### config.mk
export PLATFORM = sky130hd
export DESIGN_NAME = framed_link_receiver
export DESIGN_NICKNAME = d
export VERILOG_FILES = /design/src/rtl/flr_pkg.sv /design/src/rtl/framed_link_receiver.sv /design/src/rtl/flr_front.sv /design/src/rtl/flr_queue.sv /design/src/rtl/flr_back.sv
export SDC_FILE = /design/constraint.sdc
export NUM_CORES = 1
export LEC_CHECK = 0
export BUFFER_PORTS_ARGS = -buffer_cell sky130_fd_sc_hd__buf_2
export CELL_PAD_IN_SITES_DETAIL_PLACEMENT = 2
export CELL_PAD_IN_SITES_GLOBAL_PLACEMENT = 2
export CORE_ASPECT_RATIO = 1.2
export CORE_MARGIN = 4
export CORE_UTILIZATION = 42
export DETAILED_ROUTE_END_ITERATION = 10
export PLACE_DENSITY_LB_ADDON = 0.1
export SLEW_MARGIN = 10
export SYNTH_ARGS = -nofsm -noshare
export SYNTH_HDL_FRONTEND = slang
export SYNTH_SLANG_ARGS = --single-unit
### constraint.sdc
create_clock -name aclk -period 4.4 [get_ports aclk]
set_clock_uncertainty 0.15 [all_clocks]
set_input_delay 0.88 -clock aclk [delete_from_list [all_inputs] [get_ports aclk]]
set_output_delay 0.88 -clock aclk [all_outputs]
set_load 0.02 [all_outputs]
### src/rtl/flr_pkg.sv
// Shared types, codes and reset constants of the framed link receiver.
`timescale 1ns / 1ps
`default_nettype none

package flr_pkg;

    localparam int SEQ_BITS         = 3;
    localparam int MAX_FRAME_OCTETS = 256;
    localparam int QUEUE_DEPTH      = 4;
    localparam int SEQ_FIELD_W      = 3;
    localparam int CFG_INDEX_W      = 3;
    localparam int CFG_DATA_W       = 16;

    localparam logic [CFG_INDEX_W-1:0] REG_FLAG_OCTET   = 3'd0;
    localparam logic [CFG_INDEX_W-1:0] REG_ESCAPE_OCTET = 3'd1;
    localparam logic [CFG_INDEX_W-1:0] REG_FLIP_MASK    = 3'd2;
    localparam logic [CFG_INDEX_W-1:0] REG_CRC_PRESET   = 3'd3;
    localparam logic [CFG_INDEX_W-1:0] REG_NAK_MASK     = 3'd4;
    localparam logic [CFG_INDEX_W-1:0] REG_RESET_MASK   = 3'd5;
    localparam logic [CFG_INDEX_W-1:0] REG_RETX_MASK    = 3'd6;

    localparam logic [7:0]  FLAG_OCTET_RST   = 8'h7e;
    localparam logic [7:0]  ESCAPE_OCTET_RST = 8'h7d;
    localparam logic [7:0]  FLIP_MASK_RST    = 8'h20;
    localparam logic [15:0] CRC_PRESET_RST   = 16'hffff;
    localparam logic [7:0]  NAK_MASK_RST     = 8'h80;
    localparam logic [7:0]  RESET_MASK_RST   = 8'h40;
    localparam logic [7:0]  RETX_MASK_RST    = 8'h20;

    localparam logic KIND_OCTET   = 1'b0;
    localparam logic KIND_VERDICT = 1'b1;

    typedef enum logic [2:0] {
        V_DELIVER    = 3'd0,
        V_NAK_SHORT  = 3'd1,
        V_NAK_CRC    = 3'd2,
        V_NAK_ORDER  = 3'd3,
        V_IGNORE_RTX = 3'd4,
        V_RESET_OK   = 3'd5,
        V_NAK_RX     = 3'd6,
        V_OVERRUN    = 3'd7
    } verdict_t;

    typedef enum logic [1:0] {
        REQ_OCTET   = 2'd0,
        REQ_CLOSE   = 2'd1,
        REQ_OVERRUN = 2'd2
    } req_kind_t;

    typedef struct packed {
        logic [7:0]  flag_octet;
        logic [7:0]  escape_octet;
        logic [7:0]  flip_mask;
        logic [15:0] crc_preset;
        logic [7:0]  nak_mask;
        logic [7:0]  reset_mask;
        logic [7:0]  retx_mask;
    } cfg_t;

    typedef struct packed {
        req_kind_t  kind;
        logic [7:0] octet;
        logic [7:0] header;
        logic [7:0] length;
        logic       short_frame;
        logic       crc_ok;
    } req_t;

endpackage

`default_nettype wire

### src/rtl/framed_link_receiver.sv
// Top level of the framed link receiver: configuration registers and the front/back pipeline.
//
// Input channel s_*: one raw line octet per request. Flags delimit frames,
// escape octets flip the following octet, the first data octet is the header.
// Result channel m_*: tentative payload octets (m_item_kind 0) as they leave
// the two-octet CRC delay, and one frame verdict (m_item_kind 1) per closing
// flag or overrun abort, with sequence and link state.
// Configuration channel cfg_*: cfg_index selects the register, cfg_data holds
// the value (low 8 bits for octet registers); cfg_ready is always high.
// Throughput: one octet per cycle while the queue has space, set by the CRC
// byte update that the front end computes combinationally. Result path: the
// request for the octet is written into the queue, then taken into the output
// register, where m_valid rises; while that register is held it waits in the queue.
// Stall: while m_ready is low the queue of QUEUE_DEPTH requests absorbs
// results; s_ready drops once it is full and rises when it drains.
// Reset: aresetn low for one cycle restores register defaults, clears the
// framing state, expected sequence and connected flag, and empties the queue.
`timescale 1ns / 1ps
`default_nettype none

module framed_link_receiver #(
    parameter int SEQ_BITS         = flr_pkg::SEQ_BITS,
    parameter int MAX_FRAME_OCTETS = flr_pkg::MAX_FRAME_OCTETS,
    parameter int QUEUE_DEPTH      = flr_pkg::QUEUE_DEPTH
) (
    input  wire logic        aclk,
    input  wire logic        aresetn,
    input  wire logic        cfg_valid,
    output logic             cfg_ready,
    input  wire logic [flr_pkg::CFG_INDEX_W-1:0] cfg_index,
    input  wire logic [flr_pkg::CFG_DATA_W-1:0]  cfg_data,
    input  wire logic        s_valid,
    output logic             s_ready,
    input  wire logic [7:0]  s_line_octet,
    output logic             m_valid,
    input  wire logic        m_ready,
    output logic             m_item_kind,
    output logic [7:0]       m_payload_octet,
    output logic [2:0]       m_verdict,
    output logic [flr_pkg::SEQ_FIELD_W-1:0] m_peer_seq,
    output logic [flr_pkg::SEQ_FIELD_W-1:0] m_reply_seq,
    output logic             m_link_connected,
    output logic [7:0]       m_frame_length
);

    flr_pkg::cfg_t cfg_reg, cfg_next;
    flr_pkg::req_t front_req;
    flr_pkg::req_t queue_req;
    logic          front_push;
    logic          queue_valid;
    logic          queue_pop;
    logic          queue_space;

    assign cfg_ready = 1'b1;
    assign s_ready   = queue_space;

    always_comb begin
        cfg_next = cfg_reg;
        if (cfg_valid) begin
            unique case (cfg_index)
                flr_pkg::REG_FLAG_OCTET:   cfg_next.flag_octet   = cfg_data[7:0];
                flr_pkg::REG_ESCAPE_OCTET: cfg_next.escape_octet = cfg_data[7:0];
                flr_pkg::REG_FLIP_MASK:    cfg_next.flip_mask    = cfg_data[7:0];
                flr_pkg::REG_CRC_PRESET:   cfg_next.crc_preset   = cfg_data;
                flr_pkg::REG_NAK_MASK:     cfg_next.nak_mask     = cfg_data[7:0];
                flr_pkg::REG_RESET_MASK:   cfg_next.reset_mask   = cfg_data[7:0];
                flr_pkg::REG_RETX_MASK:    cfg_next.retx_mask    = cfg_data[7:0];
                default: begin
                end
            endcase
        end
    end

    always_ff @(posedge aclk) begin
        if (!aresetn) begin
            cfg_reg.flag_octet   <= flr_pkg::FLAG_OCTET_RST;
            cfg_reg.escape_octet <= flr_pkg::ESCAPE_OCTET_RST;
            cfg_reg.flip_mask    <= flr_pkg::FLIP_MASK_RST;
            cfg_reg.crc_preset   <= flr_pkg::CRC_PRESET_RST;
            cfg_reg.nak_mask     <= flr_pkg::NAK_MASK_RST;
            cfg_reg.reset_mask   <= flr_pkg::RESET_MASK_RST;
            cfg_reg.retx_mask    <= flr_pkg::RETX_MASK_RST;
        end else begin
            cfg_reg <= cfg_next;
        end
    end

    flr_front #(
        .MAX_FRAME_OCTETS(MAX_FRAME_OCTETS)
    ) u_front (
        .aclk    (aclk),
        .aresetn (aresetn),
        .cfg     (cfg_reg),
        .accept  (s_valid && s_ready),
        .octet_in(s_line_octet),
        .push    (front_push),
        .req     (front_req)
    );

    flr_queue #(
        .DEPTH(QUEUE_DEPTH)
    ) u_queue (
        .aclk     (aclk),
        .aresetn  (aresetn),
        .push     (front_push),
        .push_req (front_req),
        .has_space(queue_space),
        .pop_valid(queue_valid),
        .pop_req  (queue_req),
        .pop      (queue_pop)
    );

    flr_back #(
        .SEQ_BITS(SEQ_BITS)
    ) u_back (
        .aclk            (aclk),
        .aresetn         (aresetn),
        .cfg             (cfg_reg),
        .req_valid       (queue_valid),
        .req             (queue_req),
        .req_pop         (queue_pop),
        .m_valid         (m_valid),
        .m_ready         (m_ready),
        .m_item_kind     (m_item_kind),
        .m_payload_octet (m_payload_octet),
        .m_verdict       (m_verdict),
        .m_peer_seq      (m_peer_seq),
        .m_reply_seq     (m_reply_seq),
        .m_link_connected(m_link_connected),
        .m_frame_length  (m_frame_length)
    );

endmodule

`default_nettype wire

### src/rtl/flr_front.sv
// Front end: destuffing, framing, CRC delay line and request generation.
`timescale 1ns / 1ps
`default_nettype none

module flr_front #(
    parameter int MAX_FRAME_OCTETS = flr_pkg::MAX_FRAME_OCTETS
) (
    input  wire logic          aclk,
    input  wire logic          aresetn,
    input  wire flr_pkg::cfg_t cfg,
    input  wire logic          accept,
    input  wire logic [7:0]    octet_in,
    output logic               push,
    output flr_pkg::req_t      req
);

    localparam int CNT_W = $clog2(MAX_FRAME_OCTETS + 1);

    logic             escaping_reg, escaping_next;
    logic             in_frame_reg, in_frame_next;
    logic [7:0]       header_reg, header_next;
    logic [15:0]      crc_reg, crc_next;
    logic [7:0]       delay0_reg, delay0_next;
    logic [7:0]       delay1_reg, delay1_next;
    logic [CNT_W-1:0] count_reg, count_next;
    logic [7:0]       octet_x;

    function automatic logic [15:0] crc_byte(input logic [15:0] crc, input logic [7:0] d);
        logic [7:0] o;
        o = d ^ crc[7:0];
        o = o ^ {o[3:0], 4'h0};
        return {o, crc[15:8]} ^ {12'h000, o[7:4]} ^ {5'h00, o, 3'b000};
    endfunction

    assign octet_x = escaping_reg ? (octet_in ^ cfg.flip_mask) : octet_in;

    always_comb begin
        escaping_next = escaping_reg;
        in_frame_next = in_frame_reg;
        header_next   = header_reg;
        crc_next      = crc_reg;
        delay0_next   = delay0_reg;
        delay1_next   = delay1_reg;
        count_next    = count_reg;
        push          = 1'b0;
        req.kind        = flr_pkg::REQ_OCTET;
        req.octet       = delay0_reg;
        req.header      = header_reg;
        req.length      = 8'(count_reg - CNT_W'(2));
        req.short_frame = (count_reg < CNT_W'(2));
        req.crc_ok      = ({delay0_reg, delay1_reg} == crc_reg);
        if (accept) begin
            if (octet_in == cfg.flag_octet) begin
                push          = in_frame_reg;
                req.kind      = flr_pkg::REQ_CLOSE;
                crc_next      = cfg.crc_preset;
                escaping_next = 1'b0;
                in_frame_next = 1'b0;
                count_next    = '0;
            end else if (octet_in == cfg.escape_octet) begin
                escaping_next = 1'b1;
            end else begin
                escaping_next = 1'b0;
                if (!in_frame_reg) begin
                    crc_next      = crc_byte(crc_reg, octet_x);
                    header_next   = octet_x;
                    in_frame_next = 1'b1;
                end else if (count_reg == CNT_W'(MAX_FRAME_OCTETS)) begin
                    push          = 1'b1;
                    req.kind      = flr_pkg::REQ_OVERRUN;
                    crc_next      = cfg.crc_preset;
                    in_frame_next = 1'b0;
                    count_next    = '0;
                end else begin
                    if (count_reg >= CNT_W'(2)) begin
                        push     = 1'b1;
                        req.kind = flr_pkg::REQ_OCTET;
                        crc_next = crc_byte(crc_reg, delay0_reg);
                    end
                    delay0_next = delay1_reg;
                    delay1_next = octet_x;
                    count_next  = count_reg + CNT_W'(1);
                end
            end
        end
    end

    always_ff @(posedge aclk) begin
        if (!aresetn) begin
            escaping_reg <= 1'b0;
            in_frame_reg <= 1'b0;
            header_reg   <= 8'h00;
            crc_reg      <= flr_pkg::CRC_PRESET_RST;
            count_reg    <= '0;
        end else begin
            escaping_reg <= escaping_next;
            in_frame_reg <= in_frame_next;
            header_reg   <= header_next;
            crc_reg      <= crc_next;
            count_reg    <= count_next;
        end
    end

    always_ff @(posedge aclk) begin
        delay0_reg <= delay0_next;
        delay1_reg <= delay1_next;
    end

endmodule

`default_nettype wire

### src/rtl/flr_queue.sv
// Request queue between the front end and the verdict stage.
`timescale 1ns / 1ps
`default_nettype none

module flr_queue #(
    parameter int DEPTH = flr_pkg::QUEUE_DEPTH
) (
    input  wire logic          aclk,
    input  wire logic          aresetn,
    input  wire logic          push,
    input  wire flr_pkg::req_t push_req,
    output logic               has_space,
    output logic               pop_valid,
    output flr_pkg::req_t      pop_req,
    input  wire logic          pop
);

    localparam int PTR_W = (DEPTH > 1) ? $clog2(DEPTH) : 1;
    localparam int CNT_W = $clog2(DEPTH + 1);

    flr_pkg::req_t    mem [DEPTH];
    logic [PTR_W-1:0] wr_ptr_reg, wr_ptr_next;
    logic [PTR_W-1:0] rd_ptr_reg, rd_ptr_next;
    logic [CNT_W-1:0] fill_reg, fill_next;

    assign has_space = (fill_reg != CNT_W'(DEPTH));
    assign pop_valid = (fill_reg != '0);
    assign pop_req   = mem[rd_ptr_reg];

    always_comb begin
        wr_ptr_next = wr_ptr_reg;
        rd_ptr_next = rd_ptr_reg;
        fill_next   = fill_reg;
        if (push) begin
            wr_ptr_next = (wr_ptr_reg == PTR_W'(DEPTH - 1)) ? '0 : wr_ptr_reg + PTR_W'(1);
        end
        if (pop) begin
            rd_ptr_next = (rd_ptr_reg == PTR_W'(DEPTH - 1)) ? '0 : rd_ptr_reg + PTR_W'(1);
        end
        if (push && !pop) begin
            fill_next = fill_reg + CNT_W'(1);
        end else if (pop && !push) begin
            fill_next = fill_reg - CNT_W'(1);
        end
    end

    always_ff @(posedge aclk) begin
        if (!aresetn) begin
            wr_ptr_reg <= '0;
            rd_ptr_reg <= '0;
            fill_reg   <= '0;
        end else begin
            wr_ptr_reg <= wr_ptr_next;
            rd_ptr_reg <= rd_ptr_next;
            fill_reg   <= fill_next;
        end
    end

    always_ff @(posedge aclk) begin
        if (push) begin
            mem[wr_ptr_reg] <= push_req;
        end
    end

endmodule

`default_nettype wire

### src/rtl/flr_back.sv
// Back end: verdict decision, link sequence state and output register.
`timescale 1ns / 1ps
`default_nettype none

module flr_back #(
    parameter int SEQ_BITS = flr_pkg::SEQ_BITS
) (
    input  wire logic          aclk,
    input  wire logic          aresetn,
    input  wire flr_pkg::cfg_t cfg,
    input  wire logic          req_valid,
    input  wire flr_pkg::req_t req,
    output logic               req_pop,
    output logic               m_valid,
    input  wire logic          m_ready,
    output logic               m_item_kind,
    output logic [7:0]         m_payload_octet,
    output logic [2:0]         m_verdict,
    output logic [flr_pkg::SEQ_FIELD_W-1:0] m_peer_seq,
    output logic [flr_pkg::SEQ_FIELD_W-1:0] m_reply_seq,
    output logic               m_link_connected,
    output logic [7:0]         m_frame_length
);

    localparam int SW = flr_pkg::SEQ_FIELD_W;

    logic [SEQ_BITS-1:0] exp_seq_reg, exp_seq_next;
    logic                conn_reg, conn_next;
    logic                valid_reg, valid_next;
    logic                kind_reg, kind_next;
    logic [7:0]          octet_reg, octet_next;
    flr_pkg::verdict_t   verdict_reg, verdict_next;
    logic [SW-1:0]       peer_reg, peer_next;
    logic [SW-1:0]       reply_reg, reply_next;
    logic                lconn_reg, lconn_next;
    logic [7:0]          len_reg, len_next;
    logic [SEQ_BITS-1:0] seq;

    assign req_pop = req_valid && (!valid_reg || m_ready);
    assign seq     = req.header[SEQ_BITS-1:0];

    always_comb begin
        exp_seq_next = exp_seq_reg;
        conn_next    = conn_reg;
        valid_next   = valid_reg && !m_ready;
        kind_next    = kind_reg;
        octet_next   = octet_reg;
        verdict_next = verdict_reg;
        peer_next    = peer_reg;
        reply_next   = reply_reg;
        lconn_next   = lconn_reg;
        len_next     = len_reg;
        if (req_pop) begin
            valid_next   = 1'b1;
            kind_next    = flr_pkg::KIND_VERDICT;
            octet_next   = 8'h00;
            verdict_next = flr_pkg::V_DELIVER;
            peer_next    = '0;
            len_next     = 8'h00;
            unique case (req.kind)
                flr_pkg::REQ_OCTET: begin
                    kind_next  = flr_pkg::KIND_OCTET;
                    octet_next = req.octet;
                end
                flr_pkg::REQ_OVERRUN: begin
                    verdict_next = flr_pkg::V_OVERRUN;
                end
                flr_pkg::REQ_CLOSE: begin
                    peer_next = SW'(seq);
                    if (req.short_frame) begin
                        verdict_next = flr_pkg::V_NAK_SHORT;
                    end else begin
                        len_next = req.length;
                        if (!req.crc_ok) begin
                            verdict_next = flr_pkg::V_NAK_CRC;
                        end else if ((req.header & cfg.nak_mask) != 8'h00) begin
                            conn_next    = 1'b1;
                            verdict_next = flr_pkg::V_NAK_RX;
                        end else if (seq != exp_seq_reg) begin
                            verdict_next = ((req.header & cfg.retx_mask) != 8'h00)
                                         ? flr_pkg::V_IGNORE_RTX : flr_pkg::V_NAK_ORDER;
                        end else begin
                            exp_seq_next = exp_seq_reg + SEQ_BITS'(1);
                            if ((req.header & cfg.reset_mask) != 8'h00) begin
                                conn_next    = 1'b1;
                                verdict_next = flr_pkg::V_RESET_OK;
                            end
                        end
                    end
                end
                default: begin
                    verdict_next = flr_pkg::V_OVERRUN;
                end
            endcase
            if (req.kind == flr_pkg::REQ_OCTET) begin
                reply_next = '0;
                lconn_next = 1'b0;
            end else begin
                reply_next = SW'(exp_seq_next);
                lconn_next = conn_next;
            end
        end
    end

    always_ff @(posedge aclk) begin
        if (!aresetn) begin
            exp_seq_reg <= '0;
            conn_reg    <= 1'b0;
            valid_reg   <= 1'b0;
        end else begin
            exp_seq_reg <= exp_seq_next;
            conn_reg    <= conn_next;
            valid_reg   <= valid_next;
        end
    end

    always_ff @(posedge aclk) begin
        kind_reg    <= kind_next;
        octet_reg   <= octet_next;
        verdict_reg <= verdict_next;
        peer_reg    <= peer_next;
        reply_reg   <= reply_next;
        lconn_reg   <= lconn_next;
        len_reg     <= len_next;
    end

    assign m_valid          = valid_reg;
    assign m_item_kind      = kind_reg;
    assign m_payload_octet  = octet_reg;
    assign m_verdict        = verdict_reg;
    assign m_peer_seq       = peer_reg;
    assign m_reply_seq      = reply_reg;
    assign m_link_connected = lconn_reg;
    assign m_frame_length   = len_reg;

endmodule

`default_nettype wire

==> flow_summary_export.csv, run 1 <==
group,metric,value,unit
layout,fin_area,13400,um^2
sta,fin_crit_sh,83.6,%
synth,synthXorXnorAreaFrac,8.30,%
synth,synthCells,1015,
power_and_ir_drop,power.leakage,4.84,nW
power_and_ir_drop,p_total,0.00764,W
routing,avgViaCountPerCell,5.52,
synth,synthMuxAreaShare,7.03,%
setup_path,crit_arrival,3980,ps
floorplan,dieArea,30800,um^2
min_path,hold_path_class,"register to register",
routing,drc,0,
global_routing,antenna_found_initial,0,
global_routing,grt_max_degree,59,
power_and_ir_drop,ir_drop,0.326,mV
placement,finalWeightedCongestion,0.827,
setup_path,worst_ep_required_time,4710,ps
routing,ant_nets,0,
placement,port_buffers,60,
sta,fin_setup_tns,0,ps
synth,synthSimpleGateAreaFrac,14.6,%
synth,synth_compound_area_share,7.35,%
clock_tree,clk_pin_slew_worst_paths,60,ps
synth,synth-async-reset-ratio,0,%
layout,num-nets-final,1113,
synth,synth_edf_count,155,
routing,routed_wl,35100,um
routing,wl_per_cell,24.0,um
floorplan,chipHeight,192,um
sta,holdWs,313,ps
sta,tightest_slew,1120,ps
layout,num_antenna_cells,0,
layout,postLayoutCoreUtil,49.0,%
global_routing,grt_pass1_wl,54500,um
sta,slew_viol_final,0,
layout,synthToLayoutAreaGrowth,14.0,%
clock_tree,htreeDepth,1,
clock_tree,cts_buffers,29,
routing,initialDrtViolationCount,526,
clock_tree,clkLatencyLatePin,560,ps
run,cap_viol_max_count,0,
synth,syn_area_per_cell,11.6,um^2
setup_path,cp_max_fo,7,
synth,synthAdderAreaFrac,1.44,%
power_and_ir_drop,p_per_area,568,nW/um^2
clock_tree,cts_tree,"done",
routing,vias,8085,
clock_tree,cts_sinks,268,
floorplan,ioPinCount,62,
outcome,status,"finished, final reports clean",
global_routing,grt_pass1_vias,8900,
routing,dr.pass1.iters,4,
synth,ys_seq_area_share,58.6,%
sta,setup_viol,0,
sta,finalCriticalPeriod,3680,ps
layout,largest_reg_flops,112,
setup_path,crit_type,"register to register",
setup_path,end_kind,"register",
clock_tree,cts_root_buffer,"clkbuf_16",
routing,wirelength_met1,14500,um
synth,ys.flop_type,"edfxtp_1",
floorplan,initial_core_util,43.0,%
setup_path,start_kind,"register",
routing,wl_met3,1300,um
synth,synth.cell_area,11800,um^2
synth,synth-seq-cells,268,
sta,hold_viol,0,
clock_tree,cts_resized,0,
clock_tree,holdBufCountCts,0,
routing,routed-wl-met2,18400,um
clock_tree,cts_buffer_depth,3,
sta,clock.fmax,272,MHz
floorplan,die_w,161,um
sta,rsz0062_at_grt,"false",
routing,top_layer_used,"met4",
synth,synth_nets,1060,
sta,slew_headroom,24.8,%
synth,synth_cell_types,66,
synth,synth_top_family_by_area,"simple AND/OR/NAND/NOR gates",
global_routing,grt_usage,23.0,%
layout,drive_gt1_share,14.3,%
global_routing,grt.overflow.total,0,
floorplan,core,27400,um^2
placement,place_area,12500,um^2
floorplan,placementRows,66,
synth,yosys_warnings,0,
placement,place_hpwl,24900,um
clock_tree,cts_setup_buffers,0,
==> stage by stage <==
stage	worst slack, ps	instances
final	722	1465
after global routing	500	1465
after CTS	719	1465
after detailed placement	527	1411
after global placement	695	1411
after floorplan	418	1015
==> cells in the final DEF (no fill, tap or decap), types with 10 or more instances in the layout <==
cell	instances
a21oi_1	48
and2_1	10
buf_2	60
buf_4	15
clkbuf_1	11
clkbuf_16	29
dfxtp_1	111
edfxtp_1	155
ha_1	12
inv_1	18
mux2i_1	27
mux4_2	21
nand2_1	189
nand3_1	39
nor2_1	54
nor2b_1	23
nor3_1	13
o21ai_0	11
o22ai_1	18
o311ai_0	10
xnor2_1	58
xor2_1	32
==> synthesized netlist by cell type, types with 10 or more instances <==
cell type	count	area, um^2
nand2_1	189	709
edfxtp_1	155	4650
dfxtp_1	113	2260
xnor2_1	58	508
nor2_1	54	203
a21oi_1	49	245
clkbuf_1	44	165
nand3_1	39	195
xor2_1	32	280
mux2i_1	27	270
nor2b_1	23	144
mux4_2	21	473
inv_1	18	67.6
o22ai_1	18	113
nor3_1	14	70.1
ha_1	12	150
o21ai_0	11	55.1
and2_1	10	62.6
o311ai_0	10	87.6
==> per-layer routing <==
metal  vias to the layer above  track usage, %
met5                         -               0
met3                        52            2.62
met4                         0            6.56
li1                       3743               -
met1                      4142            28.4
met2                       148            42.6
==> path summary, 6_finish.rpt <==
kind              cells after the start  slack [ps]                 start                   to
hold / removal                        2         310           cfg_reg[46]          cfg_reg[46]
hold reg to reg                       2         310           cfg_reg[46]          cfg_reg[46]
setup / recovery                     14         720  u_front.count_reg[1]  u_queue.fill_reg[2]
setup reg to reg                     14         720  u_front.count_reg[1]  u_queue.fill_reg[2]
==> critical path: stages (launching register included) <==
cell and delay, ps:
dfxtp_1 390, inv_1 220, ha_1 190, or4bb_1 560, a21o_1 250, nand2_1 80
a21oi_1 70, nor2_1 140, buf_4 200, ha_1 200, inv_1 70, fa_1 430
xor2_1 180, or3_1 310, a21oi_1 140
==> power by group <==
group | internal, W | switching [W] | total, W | leakage (nW)
logic | 0.000790 | 0.00118 | 0.00197 | 2.02
registers | 0.00298 | 0.000243 | 0.00322 | 2.35
clock network | 0.00147 | 0.000976 | 0.00244 | 0.464
total | 0.00524 | 0.00240 | 0.00764 | 4.84
==> area by class of cell <==
class	count	area, um^2
Inverter	18	67.6
Fill cell	2800	14000
Clock buffer	45	830
Tap cell	374	468
Clock inverter	9	121
Sequential cell	268	6920
Timing Repair Buffer	77	453
Multi-Input combinational cell	674	4580
==> kinds of logic (layout without fill, tap and decap cells) <==
family          after synthesis  count (layout)
other cells                   1               1
xor+xnor                     98              98
flops                       268             268
buf+inv                      73             149
compound gates              132             132
simple gates                377             377
fa+ha+maj                    13              13
mux                          53              53
No activity file was read; power rests on OpenSTA's default activity.
==> inputs of run 2 (changes only) <==
clock period = 3.7 ns   (was 4.4 ns; I/O delays follow)
==> flow_summary_export.csv, run 2 (same netlist as run 1, synthesis figures left out) <==
group,metric,value,unit
outcome,status,"finished, final reports clean",
setup_path,cp_max_fo,7,
floorplan,ioPinCount,62,
routing,wl_per_cell,24.1,um
power_and_ir_drop,comb_power_share,26.4,%
power_and_ir_drop,p_per_area,682,nW/um^2
sta,slew_headroom,29.6,%
power_and_ir_drop,swShare,31.5,%
sta,slew_viol_final,0,
sta,tightest_slew,1060,ps
setup_path,crit_type,"register to register",
global_routing,grt_max_degree,59,
sta,clock.fmax,288,MHz
layout,num-nets-final,1123,
layout,layout_commonest_cell,"nand2_1",
floorplan,dieArea,30800,um^2
setup_path,end_kind,"register",
global_routing,antenna_found_initial,0,
sta,fin_crit_sh,93.9,%
clock_tree,clk_pin_slew_worst_paths,70,ps
sta,fin_setup_tns,0,ps
global_routing,grt.overflow.total,0,
layout,num_antenna_cells,0,
clock_tree,cts_setup_buffers,0,
layout,synthToLayoutAreaGrowth,14.9,%
power_and_ir_drop,power.leakage,4.91,nW
setup_path,start_kind,"register",
layout,fillCellCount,2778,
floorplan,placementRows,66,
clock_tree,cts_buffer_depth,3,
setup_path,r2r_slack,220,ps
layout,seq_area,6920,um^2
clock_tree,htreeDepth,1,
placement,finalWeightedCongestion,0.794,
routing,drc,0,
placement,port_buffers,60,
sta,rsz0062_at_grt,"false",
layout,drive_gt1_share,16.0,%
min_path,hold_path_class,"input pin to register",
power_and_ir_drop,p_seq_share,41.1,%
sta,hold_viol,0,
power_and_ir_drop,p_total,0.00925,W
power_and_ir_drop,clkPwrFrac,32.5,%
layout,largest_reg_flops,112,
routing,ant_nets,0,
routing,vias,8139,
floorplan,core,27400,um^2
sta,finalCriticalPeriod,3480,ps
routing,initialDrtViolationCount,421,
power_and_ir_drop,p_int,0.00633,W
floorplan,chipHeight,192,um
clock_tree,clkLatencyLatePin,550,ps
floorplan,initial_core_util,43.0,%
routing,dr.pass1.iters,5,
routing,avgViaCountPerCell,5.52,
power_and_ir_drop,ir_drop,0.356,mV
layout,multi_input_area,4590,um^2
sta,setup_viol,0,
run,cap_viol_max_count,0,
clock_tree,cts_buffers,28,
clock_tree,cts_tree,"done",
global_routing,grt_usage,23.2,%
clock_tree,cts_sinks,268,
global_routing,grt_pass1_vias,9003,
setup_path,worst_ep_required_time,4020,ps
clock_tree,cts_root_buffer,"clkbuf_16",
layout,final_cell_mix,"nand2_1 (189), edfxtp_1 (155), dfxtp_1 (110)",
power_and_ir_drop,net-switching-power,0.00292,W
placement,place_hpwl,25200,um
global_routing,grt_pass1_wl,55300,um
routing,routed_wl,35500,um
setup_path,crit_arrival,3790,ps
floorplan,die_w,161,um
run 2: cell count changes in the layout (fill, tap and decap cells not counted), moves of 3 or more:
cell	previous run	this run
buf_4	15	26
clkbuf_1	11	6
clkbuf_8	4	1
clkinv_2	1	5
run 2: layer usage:
metal,global-route usage (%),vias to the layer above,part of all wire (%)
met5,0,-,0
met4,4.76,0,1.6
met2,43.6,139,53
li1,-,3757,-
met3,2.10,37,2.9
met1,29.3,4206,43
run 2: repair_timing:
item | CTS | global route
gates resized for setup | 0 | 5
setup endpoints to repair | 0 | 1
hold buffers | 0 | 0
run 2: path summary, 6_finish.rpt:
check / end / depth (start not counted) / from
max: u_queue.fill_reg[2] / 13 / u_front.count_reg[0]
min reg2reg: cfg_reg[43] / 2 / cfg_reg[43]
min: cfg_reg[39] / 3 / cfg_data[15]
max reg2reg: u_queue.fill_reg[2] / 13 / u_front.count_reg[0]
run 2: per-stage QoR:
| stage | area [um^2] | cells | util, % | hold slack [ps] | setup WS (ps) |
|---|---|---|---|---|---|
| floorplan | 11800 | 1015 | - | 276 | 34.5 |
| global placement | 12600 | 1422 | 45.9 | 294 | 433 |
| detailed placement | 12600 | 1422 | 45.9 | 310 | 93.2 |
| CTS | 13600 | 1474 | 49.4 | 230 | 31.0 |
| global route | 13600 | 1474 | 49.5 | 253 | 50.0 |
| finish | 13600 | 1474 | 49.5 | 254 | 225 |
run 2: power groups by stage:
stage	Sequential [W]	Clock, W	Combinational (W)
after floorplan	0.00392	0	0.00147
after global placement	0.00384	0	0.00236
after detailed placement	0.00387	0	0.00244
after CTS	0.00381	0.00307	0.00248
after global routing	0.00384	0.00320	0.00266
final	0.00380	0.00300	0.00244
run 2: layout make-up:
| cell class | instances | area share [%] |
|---|---|---|
| inverters | 18 | 0.498 |
| well taps | 374 | 3.45 |
| clock buffers | 36 | 5.62 |
| flip-flops and latches | 268 | 51.0 |
| repair buffers | 88 | 3.95 |
| multi-input cells | 674 | 33.9 |
| clock inverters | 16 | 1.59 |
run 2: critical path, stage by stage (launching register included):
cell     delay [ps]
dfxtp_2         360
inv_2            90
ha_1            160
or4bb_1         550
a21o_1          260
nand2_1          80
a21oi_1          90
nor2_2          170
ha_1            230
inv_1            90
fa_1            470
xor2_1          190
or3_1           350
a21oi_2         170
==> inputs of run 3 (changes only) <==
CORE_UTILIZATION = 43   (was 42)
SYNTH_HIERARCHICAL = 1   (was default)
==> flow_summary_export.csv, run 3 <==
group,metric,value,unit
synth,synth-seq-cells,268,
synth,synthCells,924,
outcome,status,"finished, final reports clean",
power_and_ir_drop,p_int,0.00605,W
sta,tightest_slew,1070,ps
sta,hold_viol,0,
sta,clock.fmax,295,MHz
synth,synth_cell_types,67,
setup_path,slowest_stage,"dfxtp_1",
placement,dp_cells,1337,
floorplan,placementRows,66,
sta,setup_viol,0,
clock_tree,cts_root_buffer,"clkbuf_16",
power_and_ir_drop,p_per_area,642,nW/um^2
layout,num-nets-final,1039,
power_and_ir_drop,p_seq_share,43.0,%
setup_path,worst_ep_required_time,4000,ps
clock_tree,cts_setup_buffers,0,
min_path,hold_path_class,"input pin to register",
routing,drc,0,
sta,slew_viol_final,0,
routing,routed_wl,34200,um
global_routing,grt_pass1_vias,8696,
clock_tree,htreeDepth,1,
clock_tree,cts_buffers,29,
setup_path,start_kind,"register",
floorplan,die_w,161,um
run,cap_viol_max_count,0,
setup_path,end_kind,"register",
layout,final_cell_mix,"edfxtp_1 (155), dfxtp_1 (111), nand2_1 (82)",
layout,synthToLayoutAreaGrowth,14.0,%
floorplan,chipHeight,191,um
synth,synth.most_common_cell,"edfxtp_1",
power_and_ir_drop,p_total,0.00880,W
power_and_ir_drop,swShare,31.2,%
synth,ys_seq_area_share,57.6,%
placement,finalWeightedCongestion,0.842,
layout,num_antenna_cells,0,
synth,synth.cell_area,12000,um^2
power_and_ir_drop,net-switching-power,0.00274,W
setup_path,worstSetupStartpoint,"u_front/count_reg[2]",
synth,synth_top_cell_by_area,"edfxtp_1",
clock_tree,clk_pin_slew_worst_paths,60,ps
clock_tree,clkLatencyLatePin,550,ps
sta,finalCriticalPeriod,3390,ps
synth,synth_nets,969,
sta,holdWs,299,ps
power_and_ir_drop,comb_power_share,24.5,%
setup_path,rr_startpoint,"u_front/count_reg[2]",
synth,ys.flop_type,"edfxtp_1",
global_routing,antenna_found_initial,0,
clock_tree,cts_tree,"done",
power_and_ir_drop,ir_drop,0.372,mV
synth,synth_edf_count,155,
clock_tree,cts_resized,0,
floorplan,ioPinCount,62,
layout,largest_reg_flops,112,
routing,initialDrtViolationCount,419,
power_and_ir_drop,clkPwrFrac,32.4,%
synth,yosys_warnings,6,
sta,slew_headroom,27.7,%
setup_path,crit_type,"register to register",
sta,fin_crit_sh,91.6,%
layout,layout_commonest_cell,"edfxtp_1",
synth,syn_area_per_cell,13.0,um^2
setup_path,crit_family,"simple AND/OR/NAND/NOR gates",
global_routing,grt_max_degree,77,
clock_tree,holdBufCountCts,0,
routing,dr.pass1.iters,4,
clock_tree,cts_sinks,268,
floorplan,initial_core_util,44.0,%
floorplan,core,27300,um^2
routing,avgViaCountPerCell,5.50,
layout,drive_gt1_share,16.1,%
synth,synth.area.top_cells,"edfxtp_1 (39%), dfxtp_1 (19%), mux2i_1 (6.4%)",
floorplan,dieArea,30700,um^2
clock_tree,cts_buffer_depth,3,
sta,fin_setup_tns,0,ps
synth,synth_top_area_share,38.7,%
routing,ant_nets,0,
setup_path,slowest_delay,500,ps
setup_path,cp_max_fo,8,
sta,rsz0062_at_grt,"false",
placement,place_hpwl,24900,um
routing,wl_per_cell,24.6,um
global_routing,grt.overflow.total,0,
synth,synth.cells.most_frequent,"edfxtp_1 (155), dfxtp_1 (113), nand2_1 (82), mux2i_1 (77), xnor2_1 (69)",
global_routing,grt_pass1_wl,53500,um
setup_path,critical_path_buf_inv_count,4,
setup_path,critical_path.cell_chain,"inv_1, ha_1, nand3_1, nor3_1, buf_4, nand2_1, a21oi_1, nor3_1, buf_4, ha_1, inv_1, fa_1, xor2_1, or3_1, a21boi_0",
placement,port_buffers,60,
setup_path,crit_arrival,3690,ps
synth,synth-async-reset-ratio,0,%
power_and_ir_drop,power.leakage,4.89,nW
routing,vias,7649,
layout,finalNonFillerCells,1390,
global_routing,grt_usage,22.6,%
min_path,hp-start,"cfg_data[13]",
-- run 3: changes by cell type after synthesis, sizes merged, moves of 10 or more --
| cell | delta |
|---|---|
| clkbuf | -28 |
| nor2b | +40 |
| xnor2 | +11 |
| nor2 | -28 |
| a22oi | +11 |
| nand3 | -25 |
| o221ai | +10 |
| buf | +19 |
| nand2 | -107 |
| a21oi | -27 |
| o311ai | -11 |
| and2 | +17 |
| mux2i | +50 |
| o22ai | -18 |
-- run 3: logic make-up after synthesis --
logic type,after synthesis,share of synthesized area (%)
flops,268,57.6
buf+inv,62,2.85
simple gates,266,12.2
other cells,1,0.0312
mux,105,11.9
xor+xnor,108,8.00
compound gates,101,6.08
fa+ha+maj,13,1.42
-- run 3: worst reg2reg max path, cell delays in order, from the launching register on --
cell	delay [ps]
dfxtp_1	500
inv_1	80
ha_1	240
nand3_1	160
nor3_1	70
buf_4	160
nand2_1	110
a21oi_1	90
nor3_1	160
buf_4	220
ha_1	210
inv_1	70
fa_1	370
xor2_1	160
or3_1	330
a21boi_0	210
-- run 3: layer usage --
metal / vias up / GRT usage [%] / share of wire (%)
li1: 3505 / - / -
met1: 3932 / 27.2 / 41
met2: 160 / 42.7 / 53
met3: 52 / 2.74 / 3.6
met4: 0 / 5.83 / 2.5
met5: - / 0 / 0
-- run 3: path summary, 6_finish.rpt --
path                    endpoint  slack [ps]  cells past startpoint
max          u_queue/fill_reg[2]         310                     15
min                  cfg_reg[37]         300                      3
max reg2reg  u_queue/fill_reg[2]         310                     15
min reg2reg          cfg_reg[42]         320                      2
-- run 3: layout make-up --
cell class                 instances  area (um^2)
clock buffer                      39          783
tap                              374          468
clock inverter                    14          150
sequential                       268         6920
timing repair buffer              85          553
fill                            2615        13600
multi-input combinational        594         4760
inverter                          16         60.1
-- run 3: metrics by stage --
stage                     cell area [um^2]  utilization, %  worst slack, ps
after floorplan                      12000               -             11.7
after CTS                            13700            50.1              277
after detailed placement             12800            46.7             43.4
after global placement               12800            46.7              270
after global routing                 13700            50.1             92.7
final                                13700            50.1              312
-- run 3: power by group through the flow --
stage          sequential (W)  clock (W)  combinational [W]
2_1_floorplan         0.00392          0            0.00141
3_3_place_gp          0.00383          0            0.00207
3_5_place_dp          0.00385          0            0.00216
4_1_cts               0.00379    0.00294            0.00218
5_1_grt               0.00382    0.00307            0.00233
6_report              0.00378    0.00285            0.00216
